$ cat config.mk
export PLATFORM = sky130hd
export DESIGN_NAME = elgamal_encrypt_decrypt_core_flat
export DESIGN_NICKNAME = d
export VERILOG_FILES = /design/src/eg_pkg.sv /design/src/eg_if.sv /design/src/elgamal_encrypt_decrypt_core.sv /design/src/eg_front.sv /design/src/eg_arith.sv /design/src/eg_back.sv /design/src/flat_wrapper.sv
export SDC_FILE = /design/constraint.sdc
export NUM_CORES = 2
export LEC_CHECK = 0
export ABC_AREA = 1
export BUFFER_PORTS_ARGS = -buffer_cell sky130_fd_sc_hd__buf_4
export CORE_MARGIN = 2
export CORE_UTILIZATION = 50
export CTS_CLUSTER_SIZE = 16
export DETAILED_ROUTE_END_ITERATION = 8
export HOLD_SLACK_MARGIN = 0.1
export PLACE_DENSITY = 0.7
export SYNTH_ARGS = -nofsm -noshare
export SYNTH_HDL_FRONTEND = slang
export SYNTH_SLANG_ARGS = --single-unit
$ cat constraint.sdc
create_clock -name clk -period 10.4 [get_ports clk]
set_input_delay 1.56 -clock clk [delete_from_list [all_inputs] [get_ports clk]]
set_output_delay 1.56 -clock clk [all_outputs]
set_load 0.03 [all_outputs]
$ cat src/eg_pkg.sv
`timescale 1ns / 1ps
package eg_pkg;

  localparam int FW                = 31;
  localparam int MODULUS_BITS_DEF  = 31;
  localparam int Q_DEPTH           = 2;
  localparam int CNT_W             = $clog2(FW + 1);
  localparam int IDX_W             = 2;

  localparam logic [IDX_W-1:0] REG_MODULUS     = 2'd0;
  localparam logic [IDX_W-1:0] REG_GENERATOR   = 2'd1;
  localparam logic [IDX_W-1:0] REG_PRIVATE_KEY = 2'd2;

  localparam logic [FW-1:0] MODULUS_RST = 31'h7fffffff;
  localparam logic [FW-1:0] GEN_RST     = 31'd7;
  localparam logic [FW-1:0] KEY_RST     = 31'd1;

  typedef enum logic [1:0] {
    K_ENC,
    K_DEC,
    K_DEGEN
  } item_kind_t;

  typedef struct packed {
    item_kind_t      kind;
    logic            cmd;
    logic [FW-1:0]   message;
    logic [FW-1:0]   ephemeral;
    logic [FW-1:0]   c1;
    logic [FW-1:0]   c2;
  } item_t;

  typedef enum logic {
    OP_MUL,
    OP_DIV
  } arith_op_t;

  typedef struct packed {
    logic          start;
    arith_op_t     op;
    logic [FW-1:0] a;
    logic [FW-1:0] b;
  } arith_req_t;

  typedef struct packed {
    logic          done;
    logic [FW-1:0] res;
    logic [FW-1:0] quo;
  } arith_rsp_t;

  typedef enum logic [1:0] {
    PH_YA,
    PH_K,
    PH_C1
  } pow_phase_t;

  typedef enum logic [3:0] {
    ST_IDLE,
    ST_POW_RED,
    ST_POW_LOOP,
    ST_POW_MUL,
    ST_POW_SQR,
    ST_MSG_RED,
    ST_C2_MUL,
    ST_C2_RED,
    ST_EU_CHK,
    ST_EU_DIV,
    ST_EU_MUL,
    ST_DEC_MUL,
    ST_DONE
  } back_state_t;

endpackage

$ cat src/eg_if.sv
`timescale 1ns / 1ps
interface eg_in_if import eg_pkg::*; ();
  logic          valid;
  logic          ready;
  logic          cmd;
  logic [FW-1:0] message;
  logic [FW-1:0] ephemeral;
  logic [FW-1:0] cipher_in_first;
  logic [FW-1:0] cipher_in_second;

  modport source (output valid, cmd, message, ephemeral, cipher_in_first,
                  cipher_in_second, input ready);
  modport sink (input valid, cmd, message, ephemeral, cipher_in_first,
                cipher_in_second, output ready);
endinterface

interface eg_out_if import eg_pkg::*; ();
  logic          valid;
  logic          ready;
  logic [FW-1:0] public_key;
  logic [FW-1:0] shared_key;
  logic [FW-1:0] cipher_out_first;
  logic [FW-1:0] cipher_out_second;
  logic [FW-1:0] plaintext;
  logic          no_inverse;

  modport source (output valid, public_key, shared_key, cipher_out_first,
                  cipher_out_second, plaintext, no_inverse, input ready);
  modport sink (input valid, public_key, shared_key, cipher_out_first,
                cipher_out_second, plaintext, no_inverse, output ready);
endinterface

interface eg_cfg_if import eg_pkg::*; ();
  logic             valid;
  logic             ready;
  logic [IDX_W-1:0] index;
  logic [FW-1:0]    data;

  modport source (output valid, index, data, input ready);
  modport sink (input valid, index, data, output ready);
endinterface

$ cat src/elgamal_encrypt_decrypt_core.sv
`timescale 1ns / 1ps
// Sequence: an encrypt runs three exponentiations, a reduce and a multiply; a decrypt
//   runs two exponentiations, a reduce, Euclid and a multiply.
// Throughput: one item at a time, paced by the shared bit-serial modular unit
//   on every multiply or divide. A two-item queue takes items meanwhile.
// Reset (rst, synchronous): clears queue, sequencer and output valid; modulus,
//   generator and private key return to 2^31-1, 7 and 1.
module elgamal_encrypt_decrypt_core import eg_pkg::*; #(
  parameter int MODULUS_BITS = MODULUS_BITS_DEF
) (
  input  logic     clk,
  input  logic     rst,
  eg_cfg_if.sink   cfg,
  eg_in_if.sink    item_in,
  eg_out_if.source result_out
);

  // configuration registers; the modulus keeps only its low bits
  logic [MODULUS_BITS-1:0] modulus;
  logic [FW-1:0]           generator;
  logic [FW-1:0]           private_key;
  logic [FW-1:0]           p;

  logic       head_valid;
  item_t      head;
  logic       pop;
  arith_req_t req;
  arith_rsp_t rsp;

  assign cfg.ready = 1'b1;
  assign p         = FW'(modulus);

  // take a write whenever offered; unknown indexes drop silently
  always_ff @(posedge clk) begin
    if (rst) begin
      modulus     <= MODULUS_BITS'(MODULUS_RST);
      generator   <= GEN_RST;
      private_key <= KEY_RST;
    end else if (cfg.valid) begin
      case (cfg.index)
        REG_MODULUS:     modulus     <= cfg.data[MODULUS_BITS-1:0];
        REG_GENERATOR:   generator   <= cfg.data;
        REG_PRIVATE_KEY: private_key <= cfg.data;
        default: ;
      endcase
    end
  end

  // front: accept, classify and hold items
  eg_front u_front (
    .clk        (clk),
    .rst        (rst),
    .item_in    (item_in),
    .p          (p),
    .pop        (pop),
    .head_valid (head_valid),
    .head       (head)
  );

  // shared modular multiply / divide unit
  eg_arith u_arith (
    .clk (clk),
    .rst (rst),
    .p   (p),
    .req (req),
    .rsp (rsp)
  );

  // back: sequence exponentiations, inverse and the result register
  eg_back u_back (
    .clk        (clk),
    .rst        (rst),
    .p          (p),
    .gen        (generator),
    .xa         (private_key),
    .head_valid (head_valid),
    .head       (head),
    .pop        (pop),
    .req        (req),
    .rsp        (rsp),
    .result_out (result_out)
  );

endmodule

$ cat src/eg_front.sv
`timescale 1ns / 1ps
module eg_front import eg_pkg::*; (
  input  logic          clk,
  input  logic          rst,
  eg_in_if.sink         item_in,
  input  logic [FW-1:0] p,
  input  logic          pop,
  output logic          head_valid,
  output item_t         head
);

  localparam int PW = $clog2(Q_DEPTH);

  item_t            entries [Q_DEPTH];
  logic [PW-1:0]    wptr;
  logic [PW-1:0]    rptr;
  logic [PW:0]      count;
  logic             push;
  logic             take;
  item_t            incoming;

  assign item_in.ready = (count < (PW+1)'(Q_DEPTH));
  assign push          = item_in.valid && item_in.ready;
  assign head_valid    = (count != '0);
  assign take          = pop && head_valid;
  assign head          = entries[rptr];

  // classify: a modulus below two gives a fixed result
  always_comb begin
    incoming.cmd       = item_in.cmd;
    incoming.message   = item_in.message;
    incoming.ephemeral = item_in.ephemeral;
    incoming.c1        = item_in.cipher_in_first;
    incoming.c2        = item_in.cipher_in_second;
    if (p < FW'(2)) begin
      incoming.kind = K_DEGEN;
    end else if (item_in.cmd) begin
      incoming.kind = K_DEC;
    end else begin
      incoming.kind = K_ENC;
    end
  end

  always_ff @(posedge clk) begin
    if (push) begin
      entries[wptr] <= incoming;
    end
  end

  always_ff @(posedge clk) begin
    if (rst) begin
      wptr  <= '0;
      rptr  <= '0;
      count <= '0;
    end else begin
      if (push) begin
        wptr <= wptr + 1'b1;
      end
      if (take) begin
        rptr <= rptr + 1'b1;
      end
      count <= count + (PW+1)'(push) - (PW+1)'(take);
    end
  end

endmodule

$ cat src/eg_arith.sv
`timescale 1ns / 1ps
module eg_arith import eg_pkg::*; (
  input  logic          clk,
  input  logic          rst,
  input  logic [FW-1:0] p,
  input  arith_req_t    req,
  output arith_rsp_t    rsp
);

  logic             busy;
  logic             done;
  arith_op_t        op_r;
  logic [FW-1:0]    a_r;
  logic [FW-1:0]    b_r;
  logic [FW-1:0]    acc;
  logic [FW-1:0]    quo;
  logic [CNT_W-1:0] cnt;

  logic [FW:0] dbl;
  logic [FW:0] dbl_red;
  logic [FW:0] sum;
  logic [FW:0] sum_red;
  logic [FW:0] shl;
  logic        ge;

  // multiply: double and add, one bit of b per step, MSB first
  always_comb begin
    dbl     = {acc, 1'b0};
    dbl_red = (dbl >= {1'b0, p}) ? dbl - {1'b0, p} : dbl;
    sum     = dbl_red + (b_r[FW-1] ? {1'b0, a_r} : '0);
    sum_red = (sum >= {1'b0, p}) ? sum - {1'b0, p} : sum;
  end

  // divide: restoring, one quotient bit per step
  always_comb begin
    shl = {acc, a_r[FW-1]};
    ge  = (shl >= {1'b0, b_r});
  end

  always_ff @(posedge clk) begin
    if (req.start && !busy) begin
      op_r <= req.op;
      a_r  <= req.a;
      b_r  <= req.b;
      acc  <= '0;
      quo  <= '0;
    end else if (busy) begin
      if (op_r == OP_MUL) begin
        acc <= sum_red[FW-1:0];
        b_r <= {b_r[FW-2:0], 1'b0};
      end else begin
        acc <= ge ? FW'(shl - {1'b0, b_r}) : shl[FW-1:0];
        quo <= {quo[FW-2:0], ge};
        a_r <= {a_r[FW-2:0], 1'b0};
      end
    end
  end

  always_ff @(posedge clk) begin
    if (rst) begin
      busy <= 1'b0;
      done <= 1'b0;
      cnt  <= '0;
    end else begin
      done <= 1'b0;
      if (req.start && !busy) begin
        busy <= 1'b1;
        cnt  <= CNT_W'(FW);
      end else if (busy) begin
        cnt <= cnt - 1'b1;
        if (cnt == CNT_W'(1)) begin
          busy <= 1'b0;
          done <= 1'b1;
        end
      end
    end
  end

  assign rsp.done = done;
  assign rsp.res  = acc;
  assign rsp.quo  = quo;

endmodule

$ cat src/eg_back.sv
`timescale 1ns / 1ps
module eg_back import eg_pkg::*; (
  input  logic          clk,
  input  logic          rst,
  input  logic [FW-1:0] p,
  input  logic [FW-1:0] gen,
  input  logic [FW-1:0] xa,
  input  logic          head_valid,
  input  item_t         head,
  output logic          pop,
  output arith_req_t    req,
  input  arith_rsp_t    rsp,
  eg_out_if.source      result_out
);

  back_state_t   state;
  back_state_t   state_next;
  pow_phase_t    phase;
  item_t         cur;
  logic          pending;
  logic          uses_unit;

  logic [FW-1:0] base;
  logic [FW-1:0] ex;
  logic [FW-1:0] acc;
  logic [FW-1:0] bb;
  logic [FW-1:0] ya;
  logic [FW-1:0] k;
  logic [FW-1:0] c1o;
  logic [FW-1:0] c2o;
  logic [FW-1:0] pt;
  logic          ni;
  logic [FW-1:0] red;
  logic [FW-1:0] er;
  logic [FW-1:0] enr;
  logic [FW-1:0] et;
  logic [FW-1:0] ent;
  logic [FW-1:0] q;
  logic [FW-1:0] rem;

  logic          o_valid;
  logic          o_load;
  logic [FW:0]   diff;
  logic [FW-1:0] qq;

  assign o_load = (state == ST_DONE) && (!o_valid || result_out.ready);
  assign pop    = (state == ST_IDLE) && head_valid;
  assign qq     = (q == p) ? '0 : q;
  assign diff   = (et >= rsp.res) ? {1'b0, et} - {1'b0, rsp.res}
                                  : {1'b0, et} + {1'b0, p} - {1'b0, rsp.res};

  always_comb begin
    state_next = state;
    case (state)
      ST_IDLE: begin
        if (head_valid) begin
          state_next = (head.kind == K_DEGEN) ? ST_DONE : ST_POW_RED;
        end
      end
      ST_POW_RED: if (rsp.done) state_next = ST_POW_LOOP;
      ST_POW_LOOP: begin
        if (ex != '0) begin
          state_next = ex[0] ? ST_POW_MUL : ST_POW_SQR;
        end else begin
          case (phase)
            PH_YA:   state_next = ST_POW_RED;
            PH_K:    state_next = (cur.kind == K_ENC) ? ST_POW_RED : ST_C2_RED;
            PH_C1:   state_next = ST_MSG_RED;
            default: state_next = ST_IDLE;
          endcase
        end
      end
      ST_POW_MUL: if (rsp.done) state_next = ST_POW_SQR;
      ST_POW_SQR: if (rsp.done) state_next = ST_POW_LOOP;
      ST_MSG_RED: if (rsp.done) state_next = ST_C2_MUL;
      ST_C2_MUL:  if (rsp.done) state_next = ST_DONE;
      ST_C2_RED:  if (rsp.done) state_next = ST_EU_CHK;
      ST_EU_CHK: begin
        if (enr != '0) begin
          state_next = ST_EU_DIV;
        end else begin
          state_next = (er == FW'(1)) ? ST_DEC_MUL : ST_DONE;
        end
      end
      ST_EU_DIV:  if (rsp.done) state_next = ST_EU_MUL;
      ST_EU_MUL:  if (rsp.done) state_next = ST_EU_CHK;
      ST_DEC_MUL: if (rsp.done) state_next = ST_DONE;
      ST_DONE:    if (o_load) state_next = ST_IDLE;
      default:    state_next = ST_IDLE;
    endcase
  end

  always_comb begin
    uses_unit = 1'b1;
    req.op    = OP_MUL;
    req.a     = '0;
    req.b     = '0;
    case (state)
      ST_POW_RED: begin
        req.op = OP_DIV;
        req.a  = base;
        req.b  = p;
      end
      ST_POW_MUL: begin
        req.a = acc;
        req.b = bb;
      end
      ST_POW_SQR: begin
        req.a = bb;
        req.b = bb;
      end
      ST_MSG_RED: begin
        req.op = OP_DIV;
        req.a  = cur.message;
        req.b  = p;
      end
      ST_C2_MUL: begin
        req.a = k;
        req.b = red;
      end
      ST_C2_RED: begin
        req.op = OP_DIV;
        req.a  = cur.c2;
        req.b  = p;
      end
      ST_EU_DIV: begin
        req.op = OP_DIV;
        req.a  = er;
        req.b  = enr;
      end
      ST_EU_MUL: begin
        req.a = qq;
        req.b = ent;
      end
      ST_DEC_MUL: begin
        req.a = red;
        req.b = et;
      end
      default: uses_unit = 1'b0;
    endcase
    req.start = uses_unit && !pending && !rsp.done;
  end

  always_ff @(posedge clk) begin
    if (rst) begin
      state   <= ST_IDLE;
      pending <= 1'b0;
      o_valid <= 1'b0;
    end else begin
      state <= state_next;
      if (rsp.done) begin
        pending <= 1'b0;
      end else if (req.start) begin
        pending <= 1'b1;
      end
      if (o_load) begin
        o_valid <= 1'b1;
      end else if (result_out.ready) begin
        o_valid <= 1'b0;
      end
    end
  end

  always_ff @(posedge clk) begin
    case (state)
      ST_IDLE: begin
        if (head_valid) begin
          cur   <= head;
          ya    <= '0;
          k     <= '0;
          c1o   <= '0;
          c2o   <= '0;
          pt    <= '0;
          ni    <= (head.kind == K_DEGEN) && head.cmd;
          phase <= PH_YA;
          base  <= gen;
          ex    <= xa;
        end
      end
      ST_POW_RED: begin
        if (rsp.done) begin
          bb  <= rsp.res;
          acc <= FW'(1);
        end
      end
      ST_POW_LOOP: begin
        if (ex == '0) begin
          case (phase)
            PH_YA: begin
              ya    <= acc;
              phase <= PH_K;
              base  <= (cur.kind == K_ENC) ? acc : cur.c1;
              ex    <= (cur.kind == K_ENC) ? cur.ephemeral : xa;
            end
            PH_K: begin
              k     <= acc;
              phase <= PH_C1;
              base  <= gen;
              ex    <= cur.ephemeral;
            end
            PH_C1:   c1o <= acc;
            default: ;
          endcase
        end
      end
      ST_POW_MUL: if (rsp.done) acc <= rsp.res;
      ST_POW_SQR: begin
        if (rsp.done) begin
          bb <= rsp.res;
          ex <= {1'b0, ex[FW-1:1]};
        end
      end
      ST_MSG_RED: if (rsp.done) red <= rsp.res;
      ST_C2_MUL:  if (rsp.done) c2o <= rsp.res;
      ST_C2_RED: begin
        if (rsp.done) begin
          red <= rsp.res;
          er  <= p;
          enr <= k;
          et  <= '0;
          ent <= FW'(1);
        end
      end
      ST_EU_CHK: begin
        if (enr == '0 && er != FW'(1)) begin
          ni <= 1'b1;
          pt <= (red == '0) ? '0 : p - red;
        end
      end
      ST_EU_DIV: begin
        if (rsp.done) begin
          q   <= rsp.quo;
          rem <= rsp.res;
        end
      end
      ST_EU_MUL: begin
        if (rsp.done) begin
          et  <= ent;
          ent <= diff[FW-1:0];
          er  <= enr;
          enr <= rem;
        end
      end
      ST_DEC_MUL: if (rsp.done) pt <= rsp.res;
      default: ;
    endcase
  end

  always_ff @(posedge clk) begin
    if (o_load) begin
      result_out.public_key        <= ya;
      result_out.shared_key        <= k;
      result_out.cipher_out_first  <= c1o;
      result_out.cipher_out_second <= c2o;
      result_out.plaintext         <= pt;
      result_out.no_inverse        <= ni;
    end
  end

  assign result_out.valid = o_valid;

endmodule

$ cat src/flat_wrapper.sv
// flat-port wrapper written by rule: the top's interface ports become plain ports
module elgamal_encrypt_decrypt_core_flat import eg_pkg::*;
#(
  parameter int MODULUS_BITS = MODULUS_BITS_DEF
)
  (clk, rst, cfg_valid, cfg_index, cfg_data, cfg_ready, item_in_valid, item_in_cmd, item_in_message, item_in_ephemeral, item_in_cipher_in_first, item_in_cipher_in_second, item_in_ready, result_out_valid, result_out_public_key, result_out_shared_key, result_out_cipher_out_first, result_out_cipher_out_second, result_out_plaintext, result_out_no_inverse, result_out_ready);
  eg_cfg_if cfg_i ();
  eg_in_if item_in_i ();
  eg_out_if result_out_i ();
  input  logic clk;
  input  logic rst;
  input wire logic [$bits(cfg_i.valid)-1:0] cfg_valid;
  input wire logic [$bits(cfg_i.index)-1:0] cfg_index;
  input wire logic [$bits(cfg_i.data)-1:0] cfg_data;
  output wire logic [$bits(cfg_i.ready)-1:0] cfg_ready;
  input wire logic [$bits(item_in_i.valid)-1:0] item_in_valid;
  input wire logic [$bits(item_in_i.cmd)-1:0] item_in_cmd;
  input wire logic [$bits(item_in_i.message)-1:0] item_in_message;
  input wire logic [$bits(item_in_i.ephemeral)-1:0] item_in_ephemeral;
  input wire logic [$bits(item_in_i.cipher_in_first)-1:0] item_in_cipher_in_first;
  input wire logic [$bits(item_in_i.cipher_in_second)-1:0] item_in_cipher_in_second;
  output wire logic [$bits(item_in_i.ready)-1:0] item_in_ready;
  output wire logic [$bits(result_out_i.valid)-1:0] result_out_valid;
  output wire logic [$bits(result_out_i.public_key)-1:0] result_out_public_key;
  output wire logic [$bits(result_out_i.shared_key)-1:0] result_out_shared_key;
  output wire logic [$bits(result_out_i.cipher_out_first)-1:0] result_out_cipher_out_first;
  output wire logic [$bits(result_out_i.cipher_out_second)-1:0] result_out_cipher_out_second;
  output wire logic [$bits(result_out_i.plaintext)-1:0] result_out_plaintext;
  output wire logic [$bits(result_out_i.no_inverse)-1:0] result_out_no_inverse;
  input wire logic [$bits(result_out_i.ready)-1:0] result_out_ready;
  assign cfg_i.valid = cfg_valid;
  assign cfg_i.index = cfg_index;
  assign cfg_i.data = cfg_data;
  assign cfg_ready = cfg_i.ready;
  assign item_in_i.valid = item_in_valid;
  assign item_in_i.cmd = item_in_cmd;
  assign item_in_i.message = item_in_message;
  assign item_in_i.ephemeral = item_in_ephemeral;
  assign item_in_i.cipher_in_first = item_in_cipher_in_first;
  assign item_in_i.cipher_in_second = item_in_cipher_in_second;
  assign item_in_ready = item_in_i.ready;
  assign result_out_valid = result_out_i.valid;
  assign result_out_public_key = result_out_i.public_key;
  assign result_out_shared_key = result_out_i.shared_key;
  assign result_out_cipher_out_first = result_out_i.cipher_out_first;
  assign result_out_cipher_out_second = result_out_i.cipher_out_second;
  assign result_out_plaintext = result_out_i.plaintext;
  assign result_out_no_inverse = result_out_i.no_inverse;
  assign result_out_i.ready = result_out_ready;
  elgamal_encrypt_decrypt_core #(.MODULUS_BITS(MODULUS_BITS)) u_core (.clk(clk), .rst(rst), .cfg(cfg_i), .item_in(item_in_i), .result_out(result_out_i));
endmodule
After elaboration in Yosys (flattened, before gate mapping)

Memories as Yosys holds them, arrays and structs flattened. A register that Yosys moved wholly into a read port is not among the register bits.
Cells that the tools add are included.

Word-level logic and storage cells: 264
RAM bits: 254
Bits in registers: 1016
Output and inout bits: 159
Memories: 1
Bits of input ports: 163

Memories:

| name                   | depth | bits a word | read ports | clocked after Yosys merged registers in | write ports | line           | text |
|---|---|---|---|---|---|---|---|
| u_core.u_front.entries | 2     | 127         | 1          | 1                                       | 1           | eg_front.sv:14 | `item_t entries [Q_DEPTH];` |

Reduce and logical (&&, ||, !) cells: 63
Bitwise gates (word level): 1
$add $sub $neg: 13
Equality and inequality tests: 42
Magnitude comparators: 6
Mux-type cells: 92

Operators by type and width:

| cell                                                   | number |
|---|---|
| two-way mux 31 bit                                     | 37 |
| case mux 31 bit (2 select lines)                       | 12 |
| case mux 62 bit (9 select lines)                       | 1 |
| case mux 31 bit (3 select lines)                       | 2 |
| subtractor 31 bit                                      | 5 |
| >= comparator 32 x 31 -> 1 bit                         | 3 |
| logical NOT 31 bit                                     | 3 |
| nonzero test 31 bit                                    | 2 |
| case mux 4 bit (10 select lines)                       | 1 |
| two-way mux 4 bit                                      | 9 |
| adder 32 x 31 -> 32 bit                                | 1 |
| two-way mux 32 bit                                     | 1 |
| subtractor 32 x 31 -> 32 bit                           | 1 |
| adder 31 bit                                           | 1 |
| == test 31 x 1 -> 1 bit, second input constant         | 1 |
| == test 31 bit                                         | 1 |
| >= comparator 31 bit                                   | 1 |
| < comparator 31 x 2 -> 1 bit, second input constant    | 1 |
| inequality test 31 x 1 -> 1 bit, second input constant | 1 |
| inequality test 2 x 1 -> 1 bit, second input constant  | 15 |
| == test 4 bit, second input constant                   | 5 |
| AND reduction 2 bit                                    | 10 |
| AND reduction 4 bit                                    | 5 |
| nonzero test 2 bit                                     | 9 |
| 34 further kinds                                       | 89 |

Longest topological paths before layout

Word-level depth: 8
Gate-level depth with buffers: 47
Gate-level depth less buffers: 45

Cells and area by module

Synthesis repeated with hierarchy kept, for this count alone.

Cells, all modules: 7208
Area total of the unflattened synthesis: 66428.7 um^2

Modules (own cells, without submodules):

| module                       | times used | area each (um^2) | seq. area each (um^2) | cells an instance |
|---|---|---|---|---|
| eg_back                      | 1          | 39305.2          | 23572.6               | 4015 |
| eg_arith                     | 1          | 13869.6          | 3273.1                | 2209 |
| eg_front                     | 1          | 9615.5           | 7727.4                | 453 |
| elgamal_encrypt_decrypt_core | 1          | 3638.5           | 1861.8                | 531 |

Worst setup path after synthesis

Ideal clock, no wire load.

Path type: flip-flop to flip-flop
Start point: register u_core.u_back.state[0]
End point: register u_core.u_back.ya[0] (enable)
Path buffers: 0
Clock period less this slack: 10.574 ns
Stages on the path, launching flop included: 11
Slack: -0.174 ns
Data arrival time: 10.185 ns
Required time: 10.010 ns
Cells stage by stage: dfxtp_1 > nor2_1 > inv_1 > nor2_1 > inv_1 > a21oi_1 > inv_1 > nand2_1 > inv_1 > nor2_1 > o21a_1

Cells in the longest elaborated chain, start to end: 3
Elaborated cells between the ends (all ways): 7
Those cells by class: eq/ne: 4; reduce/logical: 3

Ends and longest elaborated chain:

| item                                                                          | line           | text |
|---|---|---|
| start: declaration                                                            | eg_back.sv:16  | `back_state_t state;` |
| start signal: assignment                                                      | eg_back.sv:150 | `state <= state_next;` |
| == test 4 x 2 -> 1 bit / logical NOT 4 bit (equally long branches)            | eg_back.sv:165 | `case (state)` |
| inequality test 2 x 1 -> 1 bit (no source line), or another cell as far along | -              |  |
| AND reduction 4 bit (no source line) *                                        | -              |  |
| end signal: assignment                                                        | eg_back.sv:169 | `ya <= '0;` |
| end signal: assignment                                                        | eg_back.sv:190 | `ya <= acc;` |
| end: declaration                                                              | eg_back.sv:27  | `logic [FW-1:0] ya;` |

Every way passes the cells marked *; elsewhere a longest branch is shown, timed or not.
A chain may end at the register's enable or synchronous reset.

Worst setup path in the final report

Start point: register u_core.modulus[29]
End point: register u_core.u_arith.acc[3]

Cells in the longest elaborated chain, start to end: 6
Elaborated cells between the ends (all ways): 8
Those cells by class: add/sub: 3; order compare: 2; mux: 3

Ends and longest elaborated chain:

| item                                                                                  | line                               | text |
|---|---|---|
| start: declaration                                                                    | elgamal_encrypt_decrypt_core.sv:19 | `logic [MODULUS_BITS-1:0] modulus;` |
| start signal: assignment                                                              | elgamal_encrypt_decrypt_core.sv:36 | `modulus <= MODULUS_BITS'(MODULUS_RST);` |
| start signal: assignment                                                              | elgamal_encrypt_decrypt_core.sv:41 | `REG_MODULUS: modulus <= cfg.data[MODULUS_BITS-1:0];` |
| subtractor 32 x 31 -> 32 bit / >= comparator 32 x 31 -> 1 bit (equally long branches) | eg_arith.sv:29                     | `dbl_red = (dbl >= {1'b0, p}) ? dbl - {1'b0, p} : dbl;` |
| two-way mux 32 bit                                                                    | eg_arith.sv:29                     |  |
| adder 32 x 31 -> 32 bit                                                               | eg_arith.sv:30                     | `sum = dbl_red + (b_r[FW-1] ? {1'b0, a_r} : '0);` |
| >= comparator 32 x 31 -> 1 bit / subtractor 31 bit (equally long branches)            | eg_arith.sv:31                     | `sum_red = (sum >= {1'b0, p}) ? sum - {1'b0, p} : sum;` |
| two-way mux 31 bit *                                                                  | eg_arith.sv:31                     |  |
| two-way mux 31 bit *                                                                  | eg_arith.sv:48                     | `if (op_r == OP_MUL) begin` |
| end signal: assignment                                                                | eg_arith.sv:49                     | `acc <= sum_red[FW-1:0];` |
| end signal: assignment                                                                | eg_arith.sv:52                     | `acc <= ge ? FW'(shl - {1'b0, b_r}) : shl[FW-1:0];` |
| end: declaration                                                                      | eg_arith.sv:15                     | `logic [FW-1:0] acc;` |

Marked as above.

==> flow_results.xml <==
<?xml version="1.0" encoding="UTF-8"?>
<metrics>
  <group name="floorplan">
    <metric name="floorplan.initialDensity" unit="">0.506</metric>
    <metric name="floorplan.rows" unit="">130</metric>
    <metric name="die-area" unit="sq um">130000</metric>
    <metric name="die_h" unit="um">361</metric>
    <metric name="placeable_core_area" unit="sq um">126000</metric>
    <metric name="io_pins" unit="">322</metric>
    <metric name="die_w" unit="um">361</metric>
  </group>
  <group name="global_routing">
    <metric name="first_global_vias" unit="">51400</metric>
    <metric name="grt_max_degree" unit="">177</metric>
    <metric name="grt_first_pass_wirelength" unit="um">403000</metric>
    <metric name="grt_overflow_total" unit="">0</metric>
    <metric name="global_route.usage.total" unit="">0.450</metric>
    <metric name="number_of_antenna_violations_at_the_first_check_in_global_routing" unit="">31</metric>
  </group>
  <group name="sta">
    <metric name="report.final.slew_viol_count" unit="">0</metric>
    <metric name="final.setup_skew" unit="ns">0.0687</metric>
    <metric name="setup-tns-final" unit="ns">0</metric>
    <metric name="achievable-frequency" unit="MHz">113</metric>
    <metric name="worst_pin_slew" unit="ns">1.43</metric>
    <metric name="hold_viol_final" unit="">0</metric>
    <metric name="rsz0062_at_grt" unit="">false</metric>
    <metric name="timing.final.ws_setup" unit="ns">1.55</metric>
    <metric name="final.min_clock_period" unit="ns">8.85</metric>
    <metric name="timing.final.setup_violations" unit="">0</metric>
    <metric name="relSlewSlack" unit="">0.0354</metric>
    <metric name="period_share" unit="">0.851</metric>
  </group>
  <group name="finish">
    <metric name="largest-register" unit="">u_core.u_front.entries</metric>
    <metric name="layout_common_cells" unit="">sky130_fd_sc_hd__nand2_1 (1248), sky130_fd_sc_hd__edfxtp_1 (1098), sky130_fd_sc_hd__inv_1 (715), sky130_fd_sc_hd__nor2_1 (569), sky130_fd_sc_hd__buf_4 (427)</metric>
    <metric name="drive_above_1_share" unit="">0.124</metric>
    <metric name="biggestRegsByFlops" unit="">u_core.u_front.entries x254, u_core.u_back.cur x126</metric>
    <metric name="area_delta_synth_final" unit="%">14.1</metric>
    <metric name="fin_util" unit="">0.577</metric>
    <metric name="finalInstanceArea" unit="sq um">72600</metric>
    <metric name="largest_register_ffs" unit="">254</metric>
    <metric name="mostFrequentLayoutCell" unit="">sky130_fd_sc_hd__nand2_1</metric>
    <metric name="post_layout_nets" unit="">7092</metric>
  </group>
  <group name="cts">
    <metric name="clockRootBuffer" unit="">sky130_fd_sc_hd__clkbuf_16</metric>
    <metric name="tritoncts_num_sinks" unit="">1271</metric>
    <metric name="clkTransAtPathRegs" unit="ns">0.06</metric>
    <metric name="postCtsResizedCells" unit="">0</metric>
    <metric name="tritoncts" unit="">built</metric>
    <metric name="number_of_buffers_inserted_for_hold_repair_after_clock_tree_synthesis" unit="">0</metric>
    <metric name="clock_tree.htree_level_count" unit="">4</metric>
    <metric name="post_cts_buffers" unit="">0</metric>
    <metric name="cts-buffers-inserted" unit="">133</metric>
    <metric name="clk-insertion-delay-late" unit="ns">0.84</metric>
    <metric name="maximum_count_of_clock_buffers_along_a_single_path" unit="">3</metric>
  </group>
  <group name="drt">
    <metric name="drtAntennaViolNets" unit="">0</metric>
    <metric name="routed_wirelength" unit="um">298000</metric>
    <metric name="dr.pass1.iters" unit="">9</metric>
    <metric name="post_drt_wl_per_cell" unit="um">35.3</metric>
    <metric name="top_layer_used" unit="">met5</metric>
    <metric name="routedLengthMet1" unit="um">106000</metric>
    <metric name="met2WireLength" unit="um">128000</metric>
    <metric name="detail_route.drc_violations" unit="">0</metric>
    <metric name="route.vias.total" unit="">54300</metric>
    <metric name="vias_per_std_cell" unit="">6.42</metric>
    <metric name="drt_iter0_drc" unit="">8544</metric>
    <metric name="routed-wl-met3" unit="um">37900</metric>
  </group>
  <group name="critical_path">
    <metric name="timing.critical_path.slowest_stage_cell" unit="">sky130_fd_sc_hd__dfxtp_1</metric>
    <metric name="path_buf_inv" unit="">6</metric>
    <metric name="crit_arrival" unit="ns">9.47</metric>
    <metric name="cpMostUsedCell" unit="">sky130_fd_sc_hd__nand2_1</metric>
    <metric name="wp_data_required" unit="ns">11.02</metric>
    <metric name="timing_worst_setup_path_type" unit="">reg2reg</metric>
    <metric name="startpoint_class_of_the_critical_path" unit="">flip-flop</metric>
    <metric name="worstSetupEndpointType" unit="">flip-flop</metric>
    <metric name="critical_path.max_stage_delay" unit="ns">0.73</metric>
    <metric name="critPathTopFamily" unit="">simple AND/OR/NAND/NOR gates</metric>
    <metric name="worst-path-max-fanout" unit="">49</metric>
  </group>
  <group name="synth">
    <metric name="synthFlopType" unit="">sky130_fd_sc_hd__edfxtp_1</metric>
    <metric name="asyncSetResetFlopFracSynth" unit="">0</metric>
    <metric name="synth-seq-cells" unit="">1271</metric>
    <metric name="syn_area_per_cell" unit="sq um">10.1</metric>
    <metric name="netlist_area" unit="sq um">63600</metric>
    <metric name="count_of_unique_library_cells_instantiated_by_yosys" unit="">70</metric>
    <metric name="synth_edf_count" unit="">1098</metric>
    <metric name="synth_nets" unit="">6749</metric>
    <metric name="cells_after_synth" unit="">6330</metric>
    <metric name="synth_sequential_area_ratio" unit="">0.572</metric>
    <metric name="yosys_warnings" unit="">0</metric>
  </group>
  <group name="placed_design">
    <metric name="dpl.hpwl" unit="um">227000</metric>
    <metric name="placed_cell_area" unit="sq um">68100</metric>
    <metric name="preCtsSetupSlack" unit="ns">1.97</metric>
    <metric name="gp_congestion" unit="">1.12</metric>
    <metric name="io_buffers" unit="">320</metric>
  </group>
  <group name="power">
    <metric name="powerDensity" unit="nW/um^2">363</metric>
    <metric name="cellLeakagePower" unit="uW">0.0290</metric>
    <metric name="ir_drop" unit="mV">0.299</metric>
  </group>
  <group name="status">
    <metric name="run_status" unit="">finished, final reports clean</metric>
  </group>
  <group name="flow_run">
    <metric name="cap_violations" unit="">0</metric>
  </group>
  <group name="worst_hold_path">
    <metric name="hold_path_class" unit="">reg2reg</metric>
  </group>
</metrics>
==> power breakdown <==
part	switching, uW	total, uW	internal (uW)
combinational	9710	13100	3380
sequential	914	8350	7440
clock	2190	4920	2730
total	12800	26400	13600
==> synthesized netlist by cell type (all sizes together) (4+ instances only) <==
library cell | count | share of area
o2111ai | 31 | 0.0043
inv | 731 | 0.043
dfxtp | 173 | 0.054
ha | 220 | 0.043
nand3b | 12 | 0.0016
nand3 | 209 | 0.017
clkbuf | 138 | 0.0081
nand4 | 89 | 0.0087
nor4 | 38 | 0.0040
a41oi | 23 | 0.0032
or2 | 5 | 0.00049
clkinv | 4 | 0.00024
o221ai | 12 | 0.0017
nand2 | 1263 | 0.075
nor3b | 5 | 0.00067
and3 | 5 | 0.00049
mux2 | 125 | 0.022
o22ai | 39 | 0.0038
a211oi | 5 | 0.00059
nor2 | 596 | 0.036
xnor2 | 70 | 0.0096
o21bai | 19 | 0.0024
a21boi | 13 | 0.0017
a22o | 21 | 0.0029
a221oi | 63 | 0.0087
nor3 | 44 | 0.0036
xor2 | 108 | 0.015
edfxtp | 1098 | 0.52
o21a | 41 | 0.0048
a31oi | 18 | 0.0018
o211ai | 77 | 0.0091
buf | 82 | 0.0077
fa | 36 | 0.011
a21o | 23 | 0.0027
o21ai | 459 | 0.037
a21oi | 418 | 0.033
==> per-layer routing <==
| metal | vias up | track usage |
|---|---|---|
| met4 | 30 | 0.323 |
| met2 | 4208 | 0.664 |
| met3 | 975 | 0.140 |
| met1 | 26300 | 0.561 |
| li1 | 22700 | - |
| met5 | - | 0.00370 |
==> final timing paths <==
check,start,endpoint,slack (ns),cells past startpoint
hold reg to reg,u_core.u_back.pt[11],u_core.u_back.result_out.plaintext[11],0.41,0
hold / removal,u_core.u_back.pt[11],u_core.u_back.result_out.plaintext[11],0.41,0
setup reg to reg,u_core.modulus[29],u_core.u_arith.acc[3],1.55,40
setup / recovery,u_core.modulus[29],u_core.u_arith.acc[3],1.55,40
==> final cells by class <==
cell class	instances	area, sq um
antenna	17	42.5
clock buffer	170	3580
clock inverter	75	900
fill	10600	53300
inverter	735	2760
multi-input combinational	4104	23600
sequential	1271	36400
tap	1650	2060
timing repair buffer	428	3230
==> kinds of logic (layout without fill, tap and decap cells) <==
group	count (synthesis)	in the layout	share of synthesized area
and+or+nand+nor	2267	2267	0.147
AOI/OAI and AO/OA	1276	1276	0.120
DFF	1271	1271	0.572
buffers and inverters	955	1408	0.0592
adders and majority gates	256	256	0.0546
xor gates and xnor gates	178	178	0.0245
muxes	126	126	0.0223
other	1	18	0.0000589
==> through the flow <==
stage                     power (uW)  std cells  hold slack (ns)
final                          26400       8450            0.410
after global routing           27100       8433            0.421
after CTS                      25700       8433            0.410
after detailed placement       20800       8188            0.405
after global placement         20800       8188            0.401
after floorplan                15300       6330            0.400
Power figures use the tool's default switching activity.
